--- src/rtl/urbs_pkg.sv ---
// shared types, constants and scaling factors for the ultrasonic range band sequencer
package urbs_pkg;

    localparam int TICKS_PER_COUNT = 4;
    localparam int COUNT_BITS      = 14;
    localparam int PRESCALE_W      = (TICKS_PER_COUNT > 1) ? $clog2(TICKS_PER_COUNT) : 1;

    localparam int TRIG_W     = 8;
    localparam int PAUSE_W    = 17;
    localparam int DIST_W     = 14;
    localparam int BAND_W     = 3;
    localparam int LED_W      = 8;
    localparam int CFG_IDX_W  = 3;
    localparam int CFG_DATA_W = 17;

    localparam logic [COUNT_BITS-1:0] COUNT_MAX = '1;
    localparam logic [DIST_W-1:0]     DIST_MAX  = '1;

    // distance = floor(SCALE * count / 1000) = floor(floor(SCALE * count / 8) / 125)
    localparam int SCALE    = 170 * TICKS_PER_COUNT;
    localparam int SCALE_W  = 10;
    localparam int X_W      = COUNT_BITS + SCALE_W;
    localparam int Y_W      = X_W - 3;
    localparam int RECIP_S  = Y_W + 7;
    localparam longint unsigned RECIP_M = ((64'd1 << RECIP_S) + 64'd124) / 64'd125;
    localparam int RECIP_W  = RECIP_S - 6;
    localparam int PROD_W   = Y_W + RECIP_W;
    localparam int Q_W      = PROD_W - RECIP_S;
    localparam int CMP_W    = (Q_W > DIST_W) ? Q_W : DIST_W;

    typedef enum logic [2:0] {
        PH_TRIG_LOW,
        PH_TRIG_HIGH,
        PH_WAIT,
        PH_MEASURE,
        PH_PAUSE
    } phase_t;

    typedef enum logic [CFG_IDX_W-1:0] {
        CFG_TRIGGER_WIDTH,
        CFG_PAUSE,
        CFG_THRESH_A,
        CFG_THRESH_B,
        CFG_THRESH_C,
        CFG_THRESH_D,
        CFG_THRESH_E
    } cfg_idx_t;

    typedef struct packed {
        logic [TRIG_W-1:0]  trigger_width;
        logic [PAUSE_W-1:0] pause;
        logic [DIST_W-1:0]  thresh_a;
        logic [DIST_W-1:0]  thresh_b;
        logic [DIST_W-1:0]  thresh_c;
        logic [DIST_W-1:0]  thresh_d;
        logic [DIST_W-1:0]  thresh_e;
    } cfg_t;

    typedef struct packed {
        logic                  trigger;
        logic                  done;
        logic [COUNT_BITS-1:0] count;
    } ctl_item_t;

    typedef struct packed {
        logic              trigger;
        logic              done;
        logic [DIST_W-1:0] distance;
    } dist_item_t;

    typedef struct packed {
        logic              trigger;
        logic              done;
        logic [DIST_W-1:0] distance;
        logic [BAND_W-1:0] band;
        logic [LED_W-1:0]  led;
    } result_t;

endpackage

--- src/rtl/urbs_ctrl.sv ---
// input register and trigger / echo sequencing state machine
module urbs_ctrl
    import urbs_pkg::*;
(
    input  logic      clk,
    input  logic      rst_n,
    input  cfg_t      cfg,
    input  logic      in_valid,
    input  logic      in_echo,
    output logic      in_ready,
    output logic      out_valid,
    output ctl_item_t out_item,
    input  logic      out_ready
);

    logic                  in_valid_reg;
    logic                  echo_reg;
    logic                  out_valid_reg;
    ctl_item_t             item_reg;
    ctl_item_t             item_next;
    phase_t                phase_reg;
    phase_t                phase_next;
    logic [PAUSE_W-1:0]    phase_timer_reg;
    logic [PAUSE_W-1:0]    phase_timer_next;
    logic [PRESCALE_W-1:0] prescale_reg;
    logic [PRESCALE_W-1:0] prescale_next;
    logic [COUNT_BITS-1:0] echo_count_reg;
    logic [COUNT_BITS-1:0] echo_count_next;

    logic                  advance;
    logic [PAUSE_W-1:0]    timer_inc;
    logic [TRIG_W-1:0]     width_eff;
    logic [PRESCALE_W-1:0] pre_base;
    logic [COUNT_BITS-1:0] cnt_base;
    logic [PRESCALE_W:0]   pre_sum;
    logic [PRESCALE_W-1:0] tick_pre;
    logic [COUNT_BITS-1:0] tick_cnt;

    assign advance   = in_valid_reg && (!out_valid_reg || out_ready);
    assign in_ready  = !in_valid_reg || advance;
    assign out_valid = out_valid_reg;
    assign out_item  = item_reg;

    // one prescaled echo tick, restarted from zero on the first echo tick
    always_comb
    begin
        pre_base = (phase_reg == PH_WAIT) ? '0 : prescale_reg;
        cnt_base = (phase_reg == PH_WAIT) ? '0 : echo_count_reg;
        pre_sum  = {1'b0, pre_base} + (PRESCALE_W+1)'(1);
        if (pre_sum >= (PRESCALE_W+1)'(TICKS_PER_COUNT))
        begin
            tick_pre = '0;
            tick_cnt = (cnt_base == COUNT_MAX) ? cnt_base : cnt_base + COUNT_BITS'(1);
        end
        else
        begin
            tick_pre = pre_sum[PRESCALE_W-1:0];
            tick_cnt = cnt_base;
        end
    end

    always_comb
    begin
        timer_inc        = phase_timer_reg + PAUSE_W'(1);
        width_eff        = (cfg.trigger_width == '0) ? TRIG_W'(1) : cfg.trigger_width;
        phase_next       = phase_reg;
        phase_timer_next = phase_timer_reg;
        prescale_next    = prescale_reg;
        echo_count_next  = echo_count_reg;
        item_next.trigger = 1'b0;
        item_next.done    = 1'b0;
        item_next.count   = echo_count_reg;
        case (phase_reg)
            PH_TRIG_LOW, PH_TRIG_HIGH:
            begin
                item_next.trigger = (phase_reg == PH_TRIG_HIGH);
                phase_timer_next  = timer_inc;
                if (timer_inc >= PAUSE_W'(width_eff))
                begin
                    phase_timer_next = '0;
                    phase_next = (phase_reg == PH_TRIG_LOW) ? PH_TRIG_HIGH : PH_WAIT;
                end
            end
            PH_WAIT:
            begin
                if (echo_reg)
                begin
                    prescale_next   = tick_pre;
                    echo_count_next = tick_cnt;
                    phase_next      = PH_MEASURE;
                end
            end
            PH_MEASURE:
            begin
                if (echo_reg)
                begin
                    prescale_next   = tick_pre;
                    echo_count_next = tick_cnt;
                end
                else
                begin
                    item_next.done   = 1'b1;
                    phase_timer_next = '0;
                    phase_next       = (cfg.pause == '0) ? PH_TRIG_LOW : PH_PAUSE;
                end
            end
            PH_PAUSE:
            begin
                phase_timer_next = timer_inc;
                if (timer_inc >= cfg.pause)
                begin
                    phase_timer_next = '0;
                    phase_next       = PH_TRIG_LOW;
                end
            end
            default:
            begin
                phase_next       = PH_TRIG_LOW;
                phase_timer_next = '0;
            end
        endcase
    end

    always_ff @(posedge clk or negedge rst_n)
    begin
        if (!rst_n)
        begin
            in_valid_reg    <= 1'b0;
            out_valid_reg   <= 1'b0;
            phase_reg       <= PH_TRIG_LOW;
            phase_timer_reg <= '0;
            prescale_reg    <= '0;
            echo_count_reg  <= '0;
        end
        else
        begin
            if (in_ready)
            begin
                in_valid_reg <= in_valid;
            end
            if (!out_valid_reg || out_ready)
            begin
                out_valid_reg <= advance;
            end
            if (advance)
            begin
                phase_reg       <= phase_next;
                phase_timer_reg <= phase_timer_next;
                prescale_reg    <= prescale_next;
                echo_count_reg  <= echo_count_next;
            end
        end
    end

    always_ff @(posedge clk)
    begin
        if (in_ready)
        begin
            echo_reg <= in_echo;
        end
        if (advance)
        begin
            item_reg <= item_next;
        end
    end

endmodule

--- src/rtl/urbs_dist.sv ---
// count to millimeter conversion: scale multiply, reciprocal multiply, saturation
module urbs_dist
    import urbs_pkg::*;
(
    input  logic       clk,
    input  logic       rst_n,
    input  logic       in_valid,
    input  ctl_item_t  in_item,
    output logic       in_ready,
    output logic       out_valid,
    output dist_item_t out_item,
    input  logic       out_ready
);

    logic              x_valid_reg;
    logic              x_trigger_reg;
    logic              x_done_reg;
    logic [Y_W-1:0]    y_reg;
    logic              d_valid_reg;
    dist_item_t        d_item_reg;

    logic              x_ready;
    logic              d_ready;
    logic [X_W-1:0]    x_prod;
    logic [PROD_W-1:0] q_prod;
    logic [Q_W-1:0]    q;
    logic [DIST_W-1:0] dist_sat;

    assign d_ready   = !d_valid_reg || out_ready;
    assign x_ready   = !x_valid_reg || d_ready;
    assign in_ready  = x_ready;
    assign out_valid = d_valid_reg;
    assign out_item  = d_item_reg;

    assign x_prod = X_W'(in_item.count) * X_W'(SCALE);
    assign q_prod = PROD_W'(y_reg) * PROD_W'(RECIP_M);
    assign q      = q_prod[PROD_W-1:RECIP_S];

    always_comb
    begin
        if (CMP_W'(q) > CMP_W'(DIST_MAX))
        begin
            dist_sat = DIST_MAX;
        end
        else
        begin
            dist_sat = DIST_W'(q);
        end
    end

    always_ff @(posedge clk or negedge rst_n)
    begin
        if (!rst_n)
        begin
            x_valid_reg <= 1'b0;
            d_valid_reg <= 1'b0;
        end
        else
        begin
            if (x_ready)
            begin
                x_valid_reg <= in_valid;
            end
            if (d_ready)
            begin
                d_valid_reg <= x_valid_reg;
            end
        end
    end

    always_ff @(posedge clk)
    begin
        if (x_ready)
        begin
            x_trigger_reg <= in_item.trigger;
            x_done_reg    <= in_item.done;
            y_reg         <= x_prod[X_W-1:3];
        end
        if (d_ready)
        begin
            d_item_reg.trigger  <= x_trigger_reg;
            d_item_reg.done     <= x_done_reg;
            d_item_reg.distance <= x_done_reg ? dist_sat : '0;
        end
    end

endmodule

--- src/rtl/urbs_band.sv ---
// band compare, led pattern and result register
module urbs_band
    import urbs_pkg::*;
(
    input  logic       clk,
    input  logic       rst_n,
    input  cfg_t       cfg,
    input  logic       in_valid,
    input  dist_item_t in_item,
    output logic       in_ready,
    output logic       out_valid,
    output result_t    out_item,
    input  logic       out_ready
);

    logic              out_valid_reg;
    result_t           result_reg;
    logic [LED_W-1:0]  last_pattern_reg;
    logic [BAND_W-1:0] band;
    logic [LED_W-1:0]  led_new;
    logic              load;

    assign in_ready  = !out_valid_reg || out_ready;
    assign load      = in_valid && in_ready;
    assign out_valid = out_valid_reg;
    assign out_item  = result_reg;

    always_comb
    begin
        if (in_item.distance < cfg.thresh_a)
        begin
            band = BAND_W'(0);
        end
        else if (in_item.distance < cfg.thresh_b)
        begin
            band = BAND_W'(1);
        end
        else if (in_item.distance < cfg.thresh_c)
        begin
            band = BAND_W'(2);
        end
        else if (in_item.distance < cfg.thresh_d)
        begin
            band = BAND_W'(3);
        end
        else if (in_item.distance < cfg.thresh_e)
        begin
            band = BAND_W'(4);
        end
        else
        begin
            band = BAND_W'(5);
        end
        led_new = ~(LED_W'(1) << band);
    end

    always_ff @(posedge clk or negedge rst_n)
    begin
        if (!rst_n)
        begin
            out_valid_reg    <= 1'b0;
            last_pattern_reg <= '0;
        end
        else
        begin
            if (in_ready)
            begin
                out_valid_reg <= in_valid;
            end
            if (load && in_item.done)
            begin
                last_pattern_reg <= led_new;
            end
        end
    end

    always_ff @(posedge clk)
    begin
        if (load)
        begin
            result_reg.trigger  <= in_item.trigger;
            result_reg.done     <= in_item.done;
            result_reg.distance <= in_item.distance;
            result_reg.band     <= in_item.done ? band : '0;
            result_reg.led      <= in_item.done ? led_new : last_pattern_reg;
        end
    end

endmodule

--- src/rtl/ultrasonic_range_band_sequencer.sv ---
// top level of the ultrasonic range band sequencer: config registers and stage chain
//
//  channel   dir  handshake          payload
//  s_axis    in   s_tvalid/s_tready  s_tdata[0] echo
//  m_axis    out  m_tvalid/m_tready  m_tdata trigger,distance,band,led; m_tuser done
//  cfg       in   cfg_we             cfg_index, cfg_data
//
// one item per cycle while m_tready stays high; each accepted input item gives one result, registered in turn by
// (input reg, sequencer, scale multiply, reciprocal multiply, band/result reg)
// reset loads the register defaults and starts in the trigger low phase
// m_tready low fills the stages; s_tready drops only when all five hold items
module ultrasonic_range_band_sequencer
    import urbs_pkg::*;
(
    input  logic                  clk,
    input  logic                  rst_n,
    input  logic                  s_tvalid,
    output logic                  s_tready,
    input  logic [7:0]            s_tdata,   // echo
    output logic                  m_tvalid,
    input  logic                  m_tready,
    output logic [31:0]           m_tdata,   // trigger, distance_mm, band, led_pattern
    output logic                  m_tuser,   // done_res
    input  logic                  cfg_we,
    input  logic [CFG_IDX_W-1:0]  cfg_index,
    input  logic [CFG_DATA_W-1:0] cfg_data
);

    cfg_t       cfg_reg;
    logic       ctl_valid;
    logic       ctl_ready;
    ctl_item_t  ctl_item;
    logic       dist_valid;
    logic       dist_ready;
    dist_item_t dist_item;
    result_t    result;

    always_ff @(posedge clk or negedge rst_n)
    begin
        if (!rst_n)
        begin
            cfg_reg.trigger_width <= TRIG_W'(10);
            cfg_reg.pause         <= PAUSE_W'(100000);
            cfg_reg.thresh_a      <= DIST_W'(30);
            cfg_reg.thresh_b      <= DIST_W'(70);
            cfg_reg.thresh_c      <= DIST_W'(100);
            cfg_reg.thresh_d      <= DIST_W'(130);
            cfg_reg.thresh_e      <= DIST_W'(200);
        end
        else if (cfg_we)
        begin
            case (cfg_idx_t'(cfg_index))
                CFG_TRIGGER_WIDTH: cfg_reg.trigger_width <= cfg_data[TRIG_W-1:0];
                CFG_PAUSE:         cfg_reg.pause         <= cfg_data[PAUSE_W-1:0];
                CFG_THRESH_A:      cfg_reg.thresh_a      <= cfg_data[DIST_W-1:0];
                CFG_THRESH_B:      cfg_reg.thresh_b      <= cfg_data[DIST_W-1:0];
                CFG_THRESH_C:      cfg_reg.thresh_c      <= cfg_data[DIST_W-1:0];
                CFG_THRESH_D:      cfg_reg.thresh_d      <= cfg_data[DIST_W-1:0];
                CFG_THRESH_E:      cfg_reg.thresh_e      <= cfg_data[DIST_W-1:0];
                default:           cfg_reg               <= cfg_reg;
            endcase
        end
    end

    urbs_ctrl u_ctrl
    (
        .clk       (clk),
        .rst_n     (rst_n),
        .cfg       (cfg_reg),
        .in_valid  (s_tvalid),
        .in_echo   (s_tdata[0]),
        .in_ready  (s_tready),
        .out_valid (ctl_valid),
        .out_item  (ctl_item),
        .out_ready (ctl_ready)
    );

    urbs_dist u_dist
    (
        .clk       (clk),
        .rst_n     (rst_n),
        .in_valid  (ctl_valid),
        .in_item   (ctl_item),
        .in_ready  (ctl_ready),
        .out_valid (dist_valid),
        .out_item  (dist_item),
        .out_ready (dist_ready)
    );

    urbs_band u_band
    (
        .clk       (clk),
        .rst_n     (rst_n),
        .cfg       (cfg_reg),
        .in_valid  (dist_valid),
        .in_item   (dist_item),
        .in_ready  (dist_ready),
        .out_valid (m_tvalid),
        .out_item  (result),
        .out_ready (m_tready)
    );

    assign m_tdata = {6'b0, result.led, result.band, result.distance, result.trigger};
    assign m_tuser = result.done;

endmodule

--- config.mk ---
export PLATFORM = sky130hd
export DESIGN_NAME = ultrasonic_range_band_sequencer
export DESIGN_NICKNAME = d
export VERILOG_FILES = /design/src/rtl/urbs_pkg.sv /design/src/rtl/urbs_ctrl.sv /design/src/rtl/urbs_dist.sv /design/src/rtl/urbs_band.sv /design/src/rtl/ultrasonic_range_band_sequencer.sv
export SDC_FILE = /design/constraint.sdc
export NUM_CORES = 1
export LEC_CHECK = 0
export ABC_AREA = 1
export BUFFER_PORTS_ARGS = -buffer_cell sky130_fd_sc_hd__buf_4
export CORE_MARGIN = 2
export CORE_UTILIZATION = 39
export DETAILED_ROUTE_END_ITERATION = 6
export GPL_ROUTABILITY_DRIVEN = 0
export GPL_TIMING_DRIVEN = 1
export PLACE_DENSITY = 0.53
export SETUP_SLACK_MARGIN = 0.02
export SLEW_MARGIN = 15
export SYNTH_ARGS = -nofsm -noshare
export SYNTH_HDL_FRONTEND = slang
export SYNTH_SLANG_ARGS = --single-unit
--- constraint.sdc ---
create_clock -name clk -period 7.18 [get_ports clk]
set_input_delay 1.795 -clock clk [delete_from_list [all_inputs] [get_ports clk]]
set_output_delay 1.795 -clock clk [all_outputs]
set_load 0.02 [all_outputs]
==> metrics.cfg <==
[synthesis]
synth_xor_area_share_pct = 1.22
synthSimpleGateAreaFrac_pct = 18.2
yosys_warnings = 0
synth_compound_area_share_pct = 8.44
ys_ff_latch = 227
muxShareOfSynthArea_pct = 0
synth_edf_count = 83
async_flop_share_pct = 63.4
synth_area_per_cell_sq_um = 8.22
synth_fa_ha_area_share_pct = 30.8
synth_ff_type = dfrtp_1
synthDistinctLibCells = 50
syn_inst = 2448
synth_top_family_by_area = adder cells
synth_area_sq_um = 20100
synth_seq_area_share_pct = 30.4

[routing]
drtIter0Drc = 777
via_per_inst = 4.89
postRouteAntennaNets = 0
via_count = 15700
wl_per_cell_microns = 15.3
drc_errors = 0
wl_mm = 49.2
first_pass_iters = 6

[worst_setup_path]
critPathMaxFanout = 13
crit_chain = ha_1 -> ha_1 -> inv_1 -> fa_1 -> fa_1 -> inv_1 -> fa_1 -> fa_1 -> inv_1 -> fa_1 -> inv_1 -> ha_1 -> a21oi_1 -> o21ai_0 -> a21oi_1 -> nand2_1 -> nand2_1 -> nand2_1 -> nor2_1 -> nand2_1 -> nor2_1 -> nor2_1
crit_type = reg -> reg
required_ns = 7.45
startpoint_type = flop
critPathMaxStageDelay_ns = 0.69
cp_common_cell = fa_1
arrival_ns = 6.51
end_kind = flop
slowest_stage = nor2_1

[clocking]
clockRootBuffer = clkbuf_16
numClockSinks = 227
post_cts_resize_count = 0
clock_path_buffers = 3
clk_latency_ns = 0.54
cts_buffers = 27
clk_pin_slew_worst_paths_ns = 0.06
post_cts_buffers = 0
tritoncts = yes
cts_hold_buffers = 0
h-tree-depth = 1

[final_layout]
num-nets-final = 2970
largest_reg_flops = 95
drive_gt1_share_pct = 5.73
area_delta_synth_final_pct = 9.94
antenna_cells = 0
nFillCells = 5160

[min_path]
hold_path.class = reg -> reg

[global_route]
grt_use_met2_pct = 31.4
grt_max_degree = 100
grt_pass1_vias = 15700
grt_pass1_wl_mm = 80.9
grtUsageMet1_pct = 26.8
grt.busiest_layer = met2
use_met3_pct = 2.02
grt-ovfl-total = 0
antenna_found_initial = 0
grt_usage_pct = 19.0

[placement]
post-dp-hpwl_mm = 40.1
port_buffers = 54

[timing]
period_share_pct = 86.9
tightest_slew_ns = 1.02
slew_headroom_pct = 31.7
hold_violations = 0
setup_viol = 0
min_period_ns = 6.24
slew_viol_final = 0
skew_ns = 0.0160
finalSetupTns_ns = 0
clock.fmax_mhz = 160
rsz0062_at_grt = false

[floorplanning]
die_h_microns = 231
start_util_pct = 39.3
core-area_sq_um = 51200
ios = 68
dieArea_sq_um = 53400
dieWidth_microns = 231
rows = 83

[run]
maxCapViolations = 0

[outcome]
outcome = finished clean

## cells in the mapped netlist (2+ instances only)
library cell | n | area share, %
clkbuf_1 | 19 | 0.35
xnor2_1 | 4 | 0.17
nand3_2 | 5 | 0.25
edfxtp_1 | 83 | 12
nor4_1 | 10 | 0.31
a21o_1 | 5 | 0.19
o31ai_1 | 4 | 0.15
a21oi_1 | 116 | 2.9
nor3_1 | 22 | 0.55
buf_2 | 3 | 0.075
or2_2 | 2 | 0.062
and3_1 | 3 | 0.093
nor2_2 | 5 | 0.16
nor3b_1 | 2 | 0.075
a21boi_0 | 5 | 0.19
o21ai_1 | 2 | 0.050
a22oi_1 | 2 | 0.075
nand2_4 | 2 | 0.11
nand2_1 | 533 | 9.9
inv_1 | 546 | 10
ha_1 | 317 | 20
nor2_1 | 161 | 3.0
dfrtp_1 | 121 | 15
nand3b_1 | 11 | 0.41
nor2_4 | 2 | 0.11
nand3_1 | 64 | 1.6
o21ai_0 | 161 | 4.0
nand2_2 | 2 | 0.062
dfstp_2 | 23 | 3.0
xor2_1 | 24 | 1.0
nand4_1 | 38 | 1.2
buf_4 | 6 | 0.22
o21a_1 | 11 | 0.41
o21bai_1 | 8 | 0.30
fa_1 | 111 | 11
## cell families (layout without fill, tap and decap cells)
group,Yosys count,count (layout)
flops,227,227
other cells,1,6
buf+inv,578,654
simple gates,867,867
xor+xnor,28,28
compound gates,319,319
fa+ha+maj,428,428
## path summary, 6_finish.rpt
kind	start	to	slack, ns	cells after the start
worst max-delay path	u_dist.y_reg[3]$_DFFE_PP_	u_dist.out_item[7]$_SDFFCE_PN0P_	0.94	22
worst min-delay path	u_ctrl.out_item[15]$_SDFFCE_PN0P_	u_dist.x_trigger_reg$_DFFE_PP_	0.42	0
worst max register to register	u_dist.y_reg[3]$_DFFE_PP_	u_dist.out_item[7]$_SDFFCE_PN0P_	0.94	22
worst min register to register	u_ctrl.out_item[15]$_SDFFCE_PN0P_	u_dist.x_trigger_reg$_DFFE_PP_	0.42	0
max in group asynchronous	rst_n	u_ctrl.echo_count_reg[3]$_DFFE_PN0P_	4.66	2
min in group asynchronous	rst_n	u_band.last_pattern_reg[1]$_DFFE_PN0P_	1.36	1
## final cells by class
type | count | area (sq um) | share of cell area [%]
clock buffers | 34 | 732 | 3.31
multi-input cells | 1648 | 11800 | 53.4
inverters | 548 | 2060 | 9.30
flip-flops and latches | 227 | 6120 | 27.7
repair buffers | 57 | 432 | 1.95
well taps | 680 | 851 | 3.85
clock inverters | 15 | 108 | 0.486
## metal layers
metal / wire, microns / part of all wire (%)
met1: 23800 / 48
met2: 22300 / 45
met3: 1990 / 4.0
met4: 1130 / 2.3
met5: 0 / 0
## placed cells by master (no fill, tap or decap), types with 8 or more instances in the layout
cell type	Yosys	layout
inv_1	546	546
nand2_1	533	533
ha_1	317	317
o21ai_0	161	161
nor2_1	161	160
dfrtp_1	121	121
a21oi_1	116	116
fa_1	111	111
edfxtp_1	83	83
nand3_1	64	64
buf_4	6	56
nand4_1	38	38
clkbuf_16	0	27
xor2_1	24	24
dfstp_2	23	23
nor3_1	22	22
o21a_1	11	11
nand3b_1	11	11
nor4_1	10	10
o21bai_1	8	8
## per-stage QoR
stage	hold slack [ns]	util (%)	instance area (sq um)	instances	worst slack (ns)
global route	0.434	43.2	22100	3209	0.580
finish	0.419	43.2	22100	3209	0.937
global placement	0.405	41.6	21300	3160	1.00
floorplan	0.400	-	20100	2453	1.99
detailed placement	0.405	41.6	21300	3160	1.01
CTS	0.421	43.2	22100	3209	0.937
## critical path, delay by kind of cell, from the launching register on
family	cells	cell delay, ns
DFF	1	0.56
AOI/OAI and AO/OA	3	0.69
adders and majority gates	8	3.29
and+or+nand+nor	7	1.21
buffers and inverters	4	0.22
Power is not shown: default switching activity piles up to over one toggle a cycle in this logic, so the estimate is an artifact.
